`src/flue_temperature_window_monitor_unit_defines.svh`:
```
// Assertion macros for the flue temperature window monitor.
// Included by modules that check their own logic; expects i_clk and i_rst_n in scope.
`ifndef FLUE_TEMPERATURE_WINDOW_MONITOR_UNIT_DEFINES_SVH
`define FLUE_TEMPERATURE_WINDOW_MONITOR_UNIT_DEFINES_SVH

// same-cycle implication
`define FTWM_ASSERT_IMP(lbl, ante, cons, msg) \
    lbl: assert property (@(posedge i_clk) disable iff (!i_rst_n) (ante) |-> (cons)) \
        else $error(msg);

// next-cycle implication
`define FTWM_ASSERT_NXT(lbl, ante, cons, msg) \
    lbl: assert property (@(posedge i_clk) disable iff (!i_rst_n) (ante) |=> (cons)) \
        else $error(msg);

`endif

```
`src/ftwm_pkg.sv`:
```
// Shared types and constants for the flue temperature window monitor.
// No dependencies; imported by the controller, datapath, divider and top level.
`default_nettype none

package ftwm_pkg;

    localparam int unsigned TEMP_W    = 16;
    localparam int unsigned LOSS_W    = 25;
    localparam int unsigned AMB_W     = 14;
    localparam int unsigned COEFA_W   = 15;
    localparam int unsigned COEFB_W   = 10;
    localparam int unsigned O2_W      = 12;
    localparam int unsigned CFG_W     = 15;
    localparam int unsigned CFG_IDX_W = 2;

    // converter scaling: mV = (code * 11000) >> ADC_BITS
    localparam int unsigned MV_W      = 14;
    localparam logic [MV_W-1:0] MV_SCALE = 14'd11000;

    // loss arithmetic widths
    localparam int unsigned DT_W      = TEMP_W + 1;      // signed T - ambient
    localparam int unsigned BD_W      = COEFB_W + O2_W;  // B * d
    localparam int unsigned F_W       = 23;              // A*100 + B*d
    localparam int unsigned PROD_W    = TEMP_W + F_W;    // |dT| * f
    localparam int unsigned DIVR_W    = O2_W + 14;       // d * 10000
    localparam int unsigned DIV_CNT_W = $clog2(PROD_W);

    localparam logic [O2_W-1:0] O2_FULL    = 12'd2100;
    localparam logic [13:0]     LOSS_SCALE = 14'd10000;
    localparam logic [6:0]      A_SCALE    = 7'd100;

    localparam logic [AMB_W-1:0]   AMB_RST   = 14'd2000;
    localparam logic [COEFA_W-1:0] COEFA_RST = 15'd6842;
    localparam logic [COEFB_W-1:0] COEFB_RST = 10'd125;

    typedef enum logic [CFG_IDX_W-1:0] {
        CFG_AMBIENT = 2'd0,
        CFG_COEF_A  = 2'd1,
        CFG_COEF_B  = 2'd2
    } t_cfg_idx;

    typedef enum logic {
        OP_SAMPLE = 1'b0,
        OP_CLEAR  = 1'b1
    } t_op;

    // controller -> datapath
    typedef struct packed {
        logic load;
        logic mul;
        logic temp;
        logic fact;
        logic prod;
        logic div_start;
        logic scan;
        logic commit;
        logic out_load;
    } t_ftwm_cmd;

    // datapath -> controller
    typedef struct packed {
        logic scan_done;
        logic div_busy;
        logic out_free;
    } t_ftwm_sts;

endpackage

`default_nettype wire

```
`src/ftwm_div.sv`:
```
// Restoring unsigned divider, one quotient bit per cycle.
// Depends on ftwm_pkg for operand widths.
`default_nettype none

module ftwm_div
    import ftwm_pkg::*;
(
    input  wire logic              i_clk,
    input  wire logic              i_rst_n,
    input  wire logic              i_start,
    input  wire logic [PROD_W-1:0] i_dividend,
    input  wire logic [DIVR_W-1:0] i_divisor,
    output logic                   o_busy,
    output logic [PROD_W-1:0]      o_quotient
);

    logic                 r_busy;
    logic [DIV_CNT_W-1:0] r_cnt;
    logic [DIVR_W-1:0]    r_rem;
    logic [PROD_W-1:0]    r_quo;
    logic [DIVR_W-1:0]    r_dvs;

    logic [DIVR_W:0] trial;
    logic            fits;

    always_comb begin
        trial = {r_rem, r_quo[PROD_W-1]};
        fits  = (trial >= {1'b0, r_dvs});
    end

    always_ff @(posedge i_clk) begin
        if (!i_rst_n) begin
            r_busy <= 1'b0;
            r_cnt  <= '0;
        end else if (i_start) begin
            r_busy <= 1'b1;
            r_cnt  <= DIV_CNT_W'(PROD_W - 1);
        end else if (r_busy) begin
            if (r_cnt == '0) begin
                r_busy <= 1'b0;
            end
            r_cnt <= r_cnt - 1'b1;
        end
    end

    always_ff @(posedge i_clk) begin
        if (i_start) begin
            r_rem <= '0;
            r_quo <= i_dividend;
            r_dvs <= i_divisor;
        end else if (r_busy) begin
            if (fits) begin
                r_rem <= DIVR_W'(trial - {1'b0, r_dvs});
            end else begin
                r_rem <= trial[DIVR_W-1:0];
            end
            r_quo <= {r_quo[PROD_W-2:0], fits};
        end
    end

    assign o_busy     = r_busy;
    assign o_quotient = r_quo;

endmodule

`default_nettype wire

```
`src/ftwm_ctrl.sv`:
```
// Sequencer for the monitor: steps one transaction through convert, store,
// loss setup, window scan with parallel divide, commit and output. Uses ftwm_pkg.
`default_nettype none

module ftwm_ctrl
    import ftwm_pkg::*;
(
    input  wire logic      i_clk,
    input  wire logic      i_rst_n,
    input  wire logic      i_valid,
    output logic           o_ready,
    input  wire t_ftwm_sts i_sts,
    output t_ftwm_cmd      o_cmd
);

    typedef enum logic [3:0] {
        S_IDLE,
        S_MUL,
        S_TEMP,
        S_FACT,
        S_PROD,
        S_DIVGO,
        S_SCAN,
        S_COMMIT,
        S_OUT
    } t_state;

    t_state r_state;

    always_ff @(posedge i_clk) begin
        if (!i_rst_n) begin
            r_state <= S_IDLE;
        end else begin
            case (r_state)
                S_IDLE:   if (i_valid) r_state <= S_MUL;
                S_MUL:    r_state <= S_TEMP;
                S_TEMP:   r_state <= S_FACT;
                S_FACT:   r_state <= S_PROD;
                S_PROD:   r_state <= S_DIVGO;
                S_DIVGO:  r_state <= S_SCAN;
                S_SCAN:   if (i_sts.scan_done && !i_sts.div_busy) r_state <= S_COMMIT;
                S_COMMIT: r_state <= S_OUT;
                S_OUT:    if (i_sts.out_free) r_state <= S_IDLE;
                default:  r_state <= S_IDLE;
            endcase
        end
    end

    always_comb begin
        o_cmd           = '0;
        o_cmd.load      = (r_state == S_IDLE) && i_valid;
        o_cmd.mul       = (r_state == S_MUL);
        o_cmd.temp      = (r_state == S_TEMP);
        o_cmd.fact      = (r_state == S_FACT);
        o_cmd.prod      = (r_state == S_PROD);
        o_cmd.div_start = (r_state == S_DIVGO);
        o_cmd.scan      = (r_state == S_SCAN);
        o_cmd.commit    = (r_state == S_COMMIT);
        o_cmd.out_load  = (r_state == S_OUT) && i_sts.out_free;
    end

    assign o_ready = (r_state == S_IDLE);

endmodule

`default_nettype wire

```
`src/ftwm_dp.sv`:
```
// Datapath: config registers, temperature conversion, history memory with
// min/max scan, peak and loss arithmetic, output register. Uses ftwm_pkg, ftwm_div.
`default_nettype none

`include "flue_temperature_window_monitor_unit_defines.svh"

module ftwm_dp
    import ftwm_pkg::*;
#(
    parameter int WINDOW_DEPTH = 128,
    parameter int ADC_BITS     = 10
) (
    input  wire logic                 i_clk,
    input  wire logic                 i_rst_n,
    input  wire logic                 i_cfg_we,
    input  wire logic [CFG_IDX_W-1:0] i_cfg_idx,
    input  wire logic [CFG_W-1:0]     i_cfg_data,
    input  wire logic                 i_operation,
    input  wire logic [ADC_BITS-1:0]  i_adc_code,
    input  wire logic [O2_W-1:0]      i_o2_centi,
    input  wire logic                 i_o2_valid,
    input  wire t_ftwm_cmd            i_cmd,
    output t_ftwm_sts                 o_sts,
    input  wire logic                 i_ready,
    output logic                      o_valid,
    output logic [TEMP_W-1:0]         o_temperature_centi,
    output logic [TEMP_W-1:0]         o_window_min,
    output logic [TEMP_W-1:0]         o_window_max,
    output logic [TEMP_W-1:0]         o_peak_centi,
    output logic signed [LOSS_W-1:0]  o_loss_centi,
    output logic                      o_o2_error
);

    localparam int IDX_W     = (WINDOW_DEPTH > 1) ? $clog2(WINDOW_DEPTH) : 1;
    localparam int CNT_W     = $clog2(WINDOW_DEPTH + 1);
    localparam int MVPROD_W  = ADC_BITS + MV_W;

    // configuration
    logic [AMB_W-1:0]   r_ambient;
    logic [COEFA_W-1:0] r_coef_a;
    logic [COEFB_W-1:0] r_coef_b;

    // latched transaction
    logic                r_op;
    logic [ADC_BITS-1:0] r_code;
    logic [O2_W-1:0]     r_o2;
    logic                r_o2v;

    // working registers
    logic [MVPROD_W-1:0] r_mv_prod;
    logic [O2_W-1:0]     r_d;
    logic                r_loss_en;
    logic                r_err;
    logic [DT_W-1:0]     r_dt;
    logic [BD_W-1:0]     r_bd;
    logic [DIVR_W-1:0]   r_divisor;
    logic [F_W-1:0]      r_f;
    logic [TEMP_W-1:0]   r_dt_mag;
    logic                r_neg;
    logic [PROD_W-1:0]   r_prod;

    // held state
    logic [TEMP_W-1:0]   r_last_temp;
    logic [TEMP_W-1:0]   r_peak;
    logic [LOSS_W-1:0]   r_loss;
    logic [IDX_W-1:0]    r_slot;
    logic [CNT_W-1:0]    r_fill;

    // scan
    logic [TEMP_W-1:0]   mem [WINDOW_DEPTH];
    logic [CNT_W-1:0]    r_rd_addr;
    logic                r_rd_vld;
    logic [TEMP_W-1:0]   r_rd_data;
    logic [TEMP_W-1:0]   r_min;
    logic [TEMP_W-1:0]   r_max;

    // output register
    logic                r_out_vld;
    logic [TEMP_W-1:0]   r_out_temp;
    logic [TEMP_W-1:0]   r_out_min;
    logic [TEMP_W-1:0]   r_out_max;
    logic [TEMP_W-1:0]   r_out_peak;
    logic [LOSS_W-1:0]   r_out_loss;
    logic                r_out_err;

    logic [TEMP_W-1:0]   t_new;
    logic [CNT_W-1:0]    n_fill;
    logic                is_sample;
    logic                mem_we;
    logic                mem_re;
    logic                div_busy;
    logic [PROD_W-1:0]   div_quo;
    logic [LOSS_W-1:0]   quo_mag;
    logic [LOSS_W-1:0]   n_loss;

    always_comb begin
        t_new     = {r_mv_prod[ADC_BITS +: MV_W], 2'b00};
        is_sample = (t_op'(r_op) == OP_SAMPLE);
        n_fill    = r_fill;
        if (is_sample && (r_fill != CNT_W'(WINDOW_DEPTH))) begin
            n_fill = r_fill + 1'b1;
        end
        mem_we  = i_cmd.temp && is_sample;
        mem_re  = i_cmd.scan && (r_rd_addr < r_fill);
        quo_mag = div_quo[LOSS_W-1:0];
        n_loss  = r_neg ? (LOSS_W'(0) - quo_mag) : quo_mag;
    end

    // configuration writes
    always_ff @(posedge i_clk) begin
        if (!i_rst_n) begin
            r_ambient <= AMB_RST;
            r_coef_a  <= COEFA_RST;
            r_coef_b  <= COEFB_RST;
        end else if (i_cfg_we) begin
            case (t_cfg_idx'(i_cfg_idx))
                CFG_AMBIENT: r_ambient <= i_cfg_data[AMB_W-1:0];
                CFG_COEF_A:  r_coef_a  <= i_cfg_data[COEFA_W-1:0];
                CFG_COEF_B:  r_coef_b  <= i_cfg_data[COEFB_W-1:0];
                default:     ;
            endcase
        end
    end

    // arithmetic pipeline, no reset needed
    always_ff @(posedge i_clk) begin
        if (i_cmd.load) begin
            r_op   <= i_operation;
            r_code <= i_adc_code;
            r_o2   <= i_o2_centi;
            r_o2v  <= i_o2_valid;
        end
        if (i_cmd.mul) begin
            r_mv_prod <= MVPROD_W'(r_code) * MVPROD_W'(MV_SCALE);
            r_d       <= O2_FULL - r_o2;
            r_loss_en <= is_sample && r_o2v && (r_o2 < O2_FULL);
            r_err     <= is_sample && r_o2v && (r_o2 >= O2_FULL);
        end
        if (i_cmd.temp) begin
            r_dt      <= {1'b0, t_new} - DT_W'(r_ambient);
            r_bd      <= BD_W'(r_coef_b) * BD_W'(r_d);
            r_divisor <= DIVR_W'(r_d) * DIVR_W'(LOSS_SCALE);
        end
        if (i_cmd.fact) begin
            r_f      <= F_W'(r_coef_a) * F_W'(A_SCALE) + F_W'(r_bd);
            r_neg    <= r_dt[DT_W-1];
            r_dt_mag <= r_dt[DT_W-1] ? TEMP_W'(DT_W'(0) - r_dt) : r_dt[TEMP_W-1:0];
        end
        if (i_cmd.prod) begin
            r_prod <= PROD_W'(r_dt_mag) * PROD_W'(r_f);
        end
    end

    // held state
    always_ff @(posedge i_clk) begin
        if (!i_rst_n) begin
            r_last_temp <= '0;
            r_peak      <= '0;
            r_loss      <= '0;
            r_slot      <= '0;
            r_fill      <= '0;
        end else begin
            if (i_cmd.temp) begin
                if (is_sample) begin
                    r_last_temp <= t_new;
                    if (t_new > r_peak) begin
                        r_peak <= t_new;
                    end
                    if (r_slot == IDX_W'(WINDOW_DEPTH - 1)) begin
                        r_slot <= '0;
                    end else begin
                        r_slot <= r_slot + 1'b1;
                    end
                    r_fill <= n_fill;
                end else begin
                    r_peak <= '0;
                end
            end
            if (i_cmd.commit && r_loss_en) begin
                r_loss <= n_loss;
            end
        end
    end

    // history memory; entries at or above the fill count are never written and are not read by the scan
    always_ff @(posedge i_clk) begin
        if (mem_we) begin
            mem[r_slot] <= t_new;
        end
        if (mem_re) begin
            r_rd_data <= mem[r_rd_addr[IDX_W-1:0]];
        end
    end

    // window scan
    always_ff @(posedge i_clk) begin
        if (!i_rst_n) begin
            r_rd_addr <= '0;
            r_rd_vld  <= 1'b0;
        end else if (i_cmd.temp) begin
            r_rd_addr <= '0;
            r_rd_vld  <= 1'b0;
        end else if (i_cmd.scan) begin
            r_rd_vld <= mem_re;
            if (mem_re) begin
                r_rd_addr <= r_rd_addr + 1'b1;
            end
        end
    end

    always_ff @(posedge i_clk) begin
        if (i_cmd.temp) begin
            // min starts at zero until the window is full, as if unwritten entries read as zero
            r_min <= (n_fill == CNT_W'(WINDOW_DEPTH)) ? '1 : '0;
            r_max <= '0;
        end else if (i_cmd.scan && r_rd_vld) begin
            if (r_rd_data < r_min) r_min <= r_rd_data;
            if (r_rd_data > r_max) r_max <= r_rd_data;
        end
    end

    ftwm_div u_div (
        .i_clk      (i_clk),
        .i_rst_n    (i_rst_n),
        .i_start    (i_cmd.div_start),
        .i_dividend (r_prod),
        .i_divisor  (r_divisor),
        .o_busy     (div_busy),
        .o_quotient (div_quo)
    );

    // output register
    always_ff @(posedge i_clk) begin
        if (!i_rst_n) begin
            r_out_vld <= 1'b0;
        end else if (i_cmd.out_load) begin
            r_out_vld <= 1'b1;
        end else if (i_ready) begin
            r_out_vld <= 1'b0;
        end
    end

    always_ff @(posedge i_clk) begin
        if (i_cmd.out_load) begin
            r_out_temp <= r_last_temp;
            r_out_min  <= r_min;
            r_out_max  <= r_max;
            r_out_peak <= r_peak;
            r_out_loss <= r_loss;
            r_out_err  <= r_err;
        end
    end

    always_comb begin
        o_sts.scan_done = !r_rd_vld && (r_rd_addr == r_fill);
        o_sts.div_busy  = div_busy;
        o_sts.out_free  = !r_out_vld || i_ready;
    end

    assign o_valid             = r_out_vld;
    assign o_temperature_centi = r_out_temp;
    assign o_window_min        = r_out_min;
    assign o_window_max        = r_out_max;
    assign o_peak_centi        = r_out_peak;
    assign o_loss_centi        = r_out_loss;
    assign o_o2_error          = r_out_err;

    `FTWM_ASSERT_IMP(a_scan_in_range, i_cmd.scan, r_rd_addr <= r_fill, "scan address past fill count")
    `FTWM_ASSERT_IMP(a_commit_div_done, i_cmd.commit, !div_busy, "loss committed while divider busy")
    `FTWM_ASSERT_IMP(a_commit_order, i_cmd.commit, r_min <= r_max, "window min above max")
    `FTWM_ASSERT_IMP(a_out_no_overwrite, i_cmd.out_load, !r_out_vld || i_ready, "pending result overwritten")
    `FTWM_ASSERT_NXT(a_div_starts, i_cmd.div_start, div_busy, "divider did not start")

endmodule

`default_nettype wire

```
`src/flue_temperature_window_monitor_unit.sv`:
```
// Flue temperature window monitor: the min/max scan and the divider run side by side, and the
// result is loaded once both are done; a new transaction is taken the cycle after the result
// is loaded, so the monitor does not take a new sample before the last one is through. The
// min/max scan reads one history entry per cycle from the history memory and sets the rate
// once the window is full, unless the divider is the longer of the two.
// Synchronous active-low reset: history reads as zero (fill count), config back to defaults.
`default_nettype none

module flue_temperature_window_monitor_unit
    import ftwm_pkg::*;
#(
    parameter int WINDOW_DEPTH = 128,
    parameter int ADC_BITS     = 10
) (
    input  wire logic                 i_clk,
    input  wire logic                 i_rst_n,
    input  wire logic                 i_cfg_we,
    input  wire logic [CFG_IDX_W-1:0] i_cfg_idx,
    input  wire logic [CFG_W-1:0]     i_cfg_data,
    input  wire logic                 i_valid,
    output logic                      o_ready,
    input  wire logic                 i_operation,
    input  wire logic [ADC_BITS-1:0]  i_adc_code,
    input  wire logic [O2_W-1:0]      i_o2_centi,
    input  wire logic                 i_o2_valid,
    output logic                      o_valid,
    input  wire logic                 i_ready,
    output logic [TEMP_W-1:0]         o_temperature_centi,
    output logic [TEMP_W-1:0]         o_window_min,
    output logic [TEMP_W-1:0]         o_window_max,
    output logic [TEMP_W-1:0]         o_peak_centi,
    output logic signed [LOSS_W-1:0]  o_loss_centi,
    output logic                      o_o2_error
);

    t_ftwm_cmd cmd;
    t_ftwm_sts sts;

    ftwm_ctrl u_ctrl (
        .i_clk   (i_clk),
        .i_rst_n (i_rst_n),
        .i_valid (i_valid),
        .o_ready (o_ready),
        .i_sts   (sts),
        .o_cmd   (cmd)
    );

    ftwm_dp #(
        .WINDOW_DEPTH (WINDOW_DEPTH),
        .ADC_BITS     (ADC_BITS)
    ) u_dp (
        .i_clk               (i_clk),
        .i_rst_n             (i_rst_n),
        .i_cfg_we            (i_cfg_we),
        .i_cfg_idx           (i_cfg_idx),
        .i_cfg_data          (i_cfg_data),
        .i_operation         (i_operation),
        .i_adc_code          (i_adc_code),
        .i_o2_centi          (i_o2_centi),
        .i_o2_valid          (i_o2_valid),
        .i_cmd               (cmd),
        .o_sts               (sts),
        .i_ready             (i_ready),
        .o_valid             (o_valid),
        .o_temperature_centi (o_temperature_centi),
        .o_window_min        (o_window_min),
        .o_window_max        (o_window_max),
        .o_peak_centi        (o_peak_centi),
        .o_loss_centi        (o_loss_centi),
        .o_o2_error          (o_o2_error)
    );

endmodule

`default_nettype wire
```
`config.mk`:
```
export PLATFORM = sky130hd
export DESIGN_NAME = flue_temperature_window_monitor_unit
export DESIGN_NICKNAME = d
export VERILOG_FILES = /design/src/ftwm_pkg.sv /design/src/ftwm_div.sv /design/src/ftwm_ctrl.sv /design/src/ftwm_dp.sv /design/src/flue_temperature_window_monitor_unit.sv
export VERILOG_INCLUDE_DIRS = /design/src /design/src/src
export SDC_FILE = /design/constraint.sdc
export NUM_CORES = 2
export LEC_CHECK = 0
export BUFFER_PORTS_ARGS = -buffer_cell sky130_fd_sc_hd__buf_2
export CAP_MARGIN = 20
export CORE_AREA = 2 2 447 449
export CTS_CLUSTER_SIZE = 24
export DETAILED_ROUTE_END_ITERATION = 8
export DIE_AREA = 0 0 449 451
export GPL_ROUTABILITY_DRIVEN = 0
export PLACE_DENSITY = 0.77
export SLEW_MARGIN = 25
export SYNTH_ARGS = -nofsm -noshare
export SYNTH_HDL_FRONTEND = slang
export SYNTH_SLANG_ARGS = --single-unit
```
`constraint.sdc`:
```
create_clock -name i_clk -period 6.3 [get_ports i_clk]
set_clock_uncertainty 0.05 [all_clocks]
set_input_delay 0.315 -clock i_clk [delete_from_list [all_inputs] [get_ports i_clk]]
set_output_delay 0.315 -clock i_clk [all_outputs]
set_load 0.005 [all_outputs]
```
==> metrics.md <==
| Metric | Value |
|---|---|
| Status | finished clean |
| Critical Path RT | 6.83 ns |
| Arr. time, crit path | around 6.7 ns |
| First-pass GRT wire length | roughly 400000 um |
| Overflow after GRT | 0 |
| Busiest grt layer | met2 |
| Mapped Avg Cell Area | ~16 um2 |
| Post-Route WL | around 270000 um |
| Slew Viols, Final | 0 |
| Met2 usage | 0.440 |
| Synth area leader | edfxtp_1 |
| Max_slew headroom | 0.329 |
| Final nets | 8464 |
| Antenna Nets Post-Route | 0 |
| Post-synth EDFFs | around 2200 |
| Period minus WS final | approximately 6.2 ns |
| I/O Pins | between 100 and 150 |
| Top FF cell, synth | edfxtp_1 |
| Hold Path Sink | u_dp.r_o2[4] |
| Synth warn | 0 |
| GRT Total Usage | 0.271 |
| DIE HEIGHT | 451 um |
| Synth top area cells | edfxtp_1, mux4_2, fa_1, ha_1, dfxtp_1 |
| Cells after synthesis | approximately 7000 |
| Core Region | a little under 200000 um2 |
| Die extent in x | around 450 um |
| CTS tree | yes |
| Initial drt markers | between 6000 and 7000 |
| Tcrit/Tclk final | 0.977 |
| Tightest Pin Transition | 1.01 ns |
| Cell variety after synth | 73 |
| Starting Density | 0.566 |
| Fmax | roughly 0.16 GHz |
| Crit Path Max Fanout | 10 |
| WL/cell | about 26 um |
| Class of the worst hold path | in2reg |
| PD cells | 469 nW/um2 |
| CP Launch Type | flip-flop |
| Sink Count | roughly 2300 |
| DP HPWL | between 150000 and 200000 um |
| Reg-to-Reg Start | u_dp.r_dt_mag[5] |
| FP Rows | around 160 |
| Lkg Pwr | approximately 45 nW |
| Root Buffer | clkbuf_16 |
| Worst-case clock buffer depth | 3 |
| GRT met3 Usage | 0.0500 |
| H-tree levels | 4 |
| DRT Pass-1 Iters | 6 |
| Sequential element share of the synthesized area | 0.607 |
| Hold Startpoint | i_o2_centi[4] |
| Vias in the first global route | roughly 65000 |
| Routed vias/inst | between 6 and 7 |
| Setup violators final | 0 |
| Initial antenna violation count | 21 |
| Post-synth ARST share | 0 |
| Cell area after synthesis | between 100000 and 150000 um2 |
| Yosys top cell area share | 0.577 |
| Routed vias | 63600 |
| Met1 Usage GRT | 0.373 |
| CP endpoint kind | flip-flop |
| Filler cells | between 10000 and 15000 |
| Peak VDD IR | between 1 and 1.5 mV |
| Clk Latency, worst-skew pair | between 0.8 and 0.9 ns |
| Yosys reg bits | roughly 2300 |
| Hold Vio Cnt, Final | 0 |
| Worst setup path class | reg2reg |
| Die area | 202000 um2 |
| IO buf count | 131 |
| Remaining DRCs | 0 |
| Area Overhead vs Synth | 12.2% |
| Hold-critical path depth | 2 |
| WHS | between 0.1 and 0.15 ns |
| Commonest non-fill, non-tap cell in the layout | edfxtp_1 |
| Flop2flop setup slack | 0.14 ns |
| TritonCTS Buffers | 211 |
| Pwr Total | between 50 and 60 mW |
| Share of layout cells above drive strength 1 | 0.195 |
| Commonest cells after routing, fill and taps aside | edfxtp_1, inv_1, nand2_1 |
| Number of max-cap violations | 0 |
| R2r worst-path depth | 24 |
| FF-to-FF End | u_dp.r_prod[37] |
| Largest net degree at the start of global routing | around 120 |
| Worst-path clk slew | approximately 0.060 ns |
## synthesized netlist by cell type (19+ instances only)
cell / number
a211oi_1: 22
a21boi_0: 46
a21o_1: 44
a21oi_1: 132
and2_1: 232
buf_1: 48
buf_2: 30
clkbuf_1: 204
dfxtp_1: 168
edfxtp_1: 2157
fa_1: 440
ha_1: 452
inv_1: 688
mux2i_1: 36
mux4_2: 588
nand2_1: 663
nand2b_1: 31
nand3_1: 60
nand4_1: 19
nor2_1: 294
nor2b_1: 35
nor3_1: 46
o211ai_1: 20
o21a_1: 23
o21ai_0: 115
or3_1: 21
xnor2_1: 127
xor2_1: 66
## through the flow
step / TNS [ns] / instances / cell area (um2) / util / worst slack [ns]
2_1_floorplan: 0 / 7058 / 112000 / - / 0.0402
3_3_place_gp: -0.463 / 9907 / 118000 / 0.595 / -0.148
3_5_place_dp: -1.18 / 9907 / 118000 / 0.595 / -0.263
4_1_cts: -0.00851 / 10400 / 126000 / 0.634 / -0.00851
5_1_grt: -0.186 / 10400 / 126000 / 0.635 / -0.0500
6_report: 0 / 10400 / 126000 / 0.635 / 0.142
## registers in the layout (all words and copies together) (netlist names), 15 cells and up
name,cells
u_dp.r_bd,22
u_dp.mem,1792
u_dp.r_dt_mag,16
u_dp.r_f,23
u_dp.o_window_min,15
u_dp.r_min,15
u_dp.o_loss_centi,25
u_dp.u_div.o_quotient,39
u_dp.r_dt,17
u_dp.u_div.r_dvs,22
u_dp.u_div.r_rem,26
u_dp.r_loss,25
u_dp.r_coef_a,15
u_dp.r_divisor,22
u_dp.r_prod,39
## timing repair
action,CTS,global route
hold endpoints to repair,91,0
hold buffers,47,0
resized for setup,10,37
buffers inserted,3,10
pin swaps,3,28
setup endpoints to repair,7,11
## routing by layer
| layer | up-vias | wire length, um |
|---|---|---|
| met3 | 563 | 26200 |
| met1 | 32600 | 104000 |
| met2 | 3497 | 132000 |
| met4 | 6 | 10200 |
| met5 | - | 38 |
| li1 | 26900 | - |
## power breakdown
group	total, mW	switching, mW	internal, mW
Combinational	25.5	14.5	10.9
Clock	13.0	5.84	7.20
Sequential	20.5	0.350	20.2
Total	59.0	20.7	38.3
## kinds of logic after synthesis
| family | synth area share |
|---|---|
| DFF | 0.607 |
| and+or+nand+nor | 0.0602 |
| buffers and inverters | 0.0339 |
| adders and majority gates | 0.129 |
| muxes | 0.123 |
| AOI/OAI and AO/OA | 0.0317 |
| xor gates and xnor gates | 0.0151 |
| other | 0.0000334 |
## worst max path at each step
stage | start | end | slack (ns) | depth (start not counted)
finish | u_dp.r_dt_mag[5] | u_dp.r_prod[37] | 0.14 | 24
global route | u_dp.r_dt_mag[5] | u_dp.r_prod[37] | -0.05 | 24
CTS | u_dp.r_dt_mag[4] | u_dp.r_prod[32] | -0.009 | 24
detailed placement | u_dp.r_dt_mag[1] | u_dp.r_prod[36] | -0.26 | 24
global placement | u_dp.r_f[7] | u_dp.r_prod[37] | -0.15 | 23
floorplan | u_dp.r_f[12] | u_dp.r_prod[36] | 0.04 | 24
## area by class of cell
| type | instances | area, um2 | share of cell area |
|---|---|---|---|
| Clock buffer | 250 | 5540 | 0.0440 |
| Tap cell | 2656 | 3320 | 0.0264 |
| Antenna cell | 4 | 10.0 | 0.0000795 |
| Clock inverter | 145 | 1530 | 0.0122 |
| Multi-Input combinational cell | 3745 | 40500 | 0.322 |
| Sequential cell | 2325 | 68200 | 0.541 |
| Timing Repair Buffer | 553 | 4230 | 0.0336 |
| Inverter | 690 | 2590 | 0.0206 |
## critical path, stage by stage (launching register included)
cell and delay [ns]:
edfxtp_1 0.40, buf_6 0.17, buf_4 0.17, and2_1 0.15, fa_1 0.52, inv_1 0.06
fa_1 0.49, fa_1 0.57, inv_1 0.06, fa_1 0.45, fa_1 0.49, inv_1 0.06
fa_1 0.47, inv_1 0.04, ha_1 0.28, buf_4 0.13, nand2_1 0.06, o21ai_2 0.18
a31oi_1 0.11, nand2_1 0.12, a21oi_4 0.05, o31a_1 0.32, o221ai_2 0.19, mux2i_1 0.26
a2111oi_2 0.05
Power figures use the tool's default switching activity.
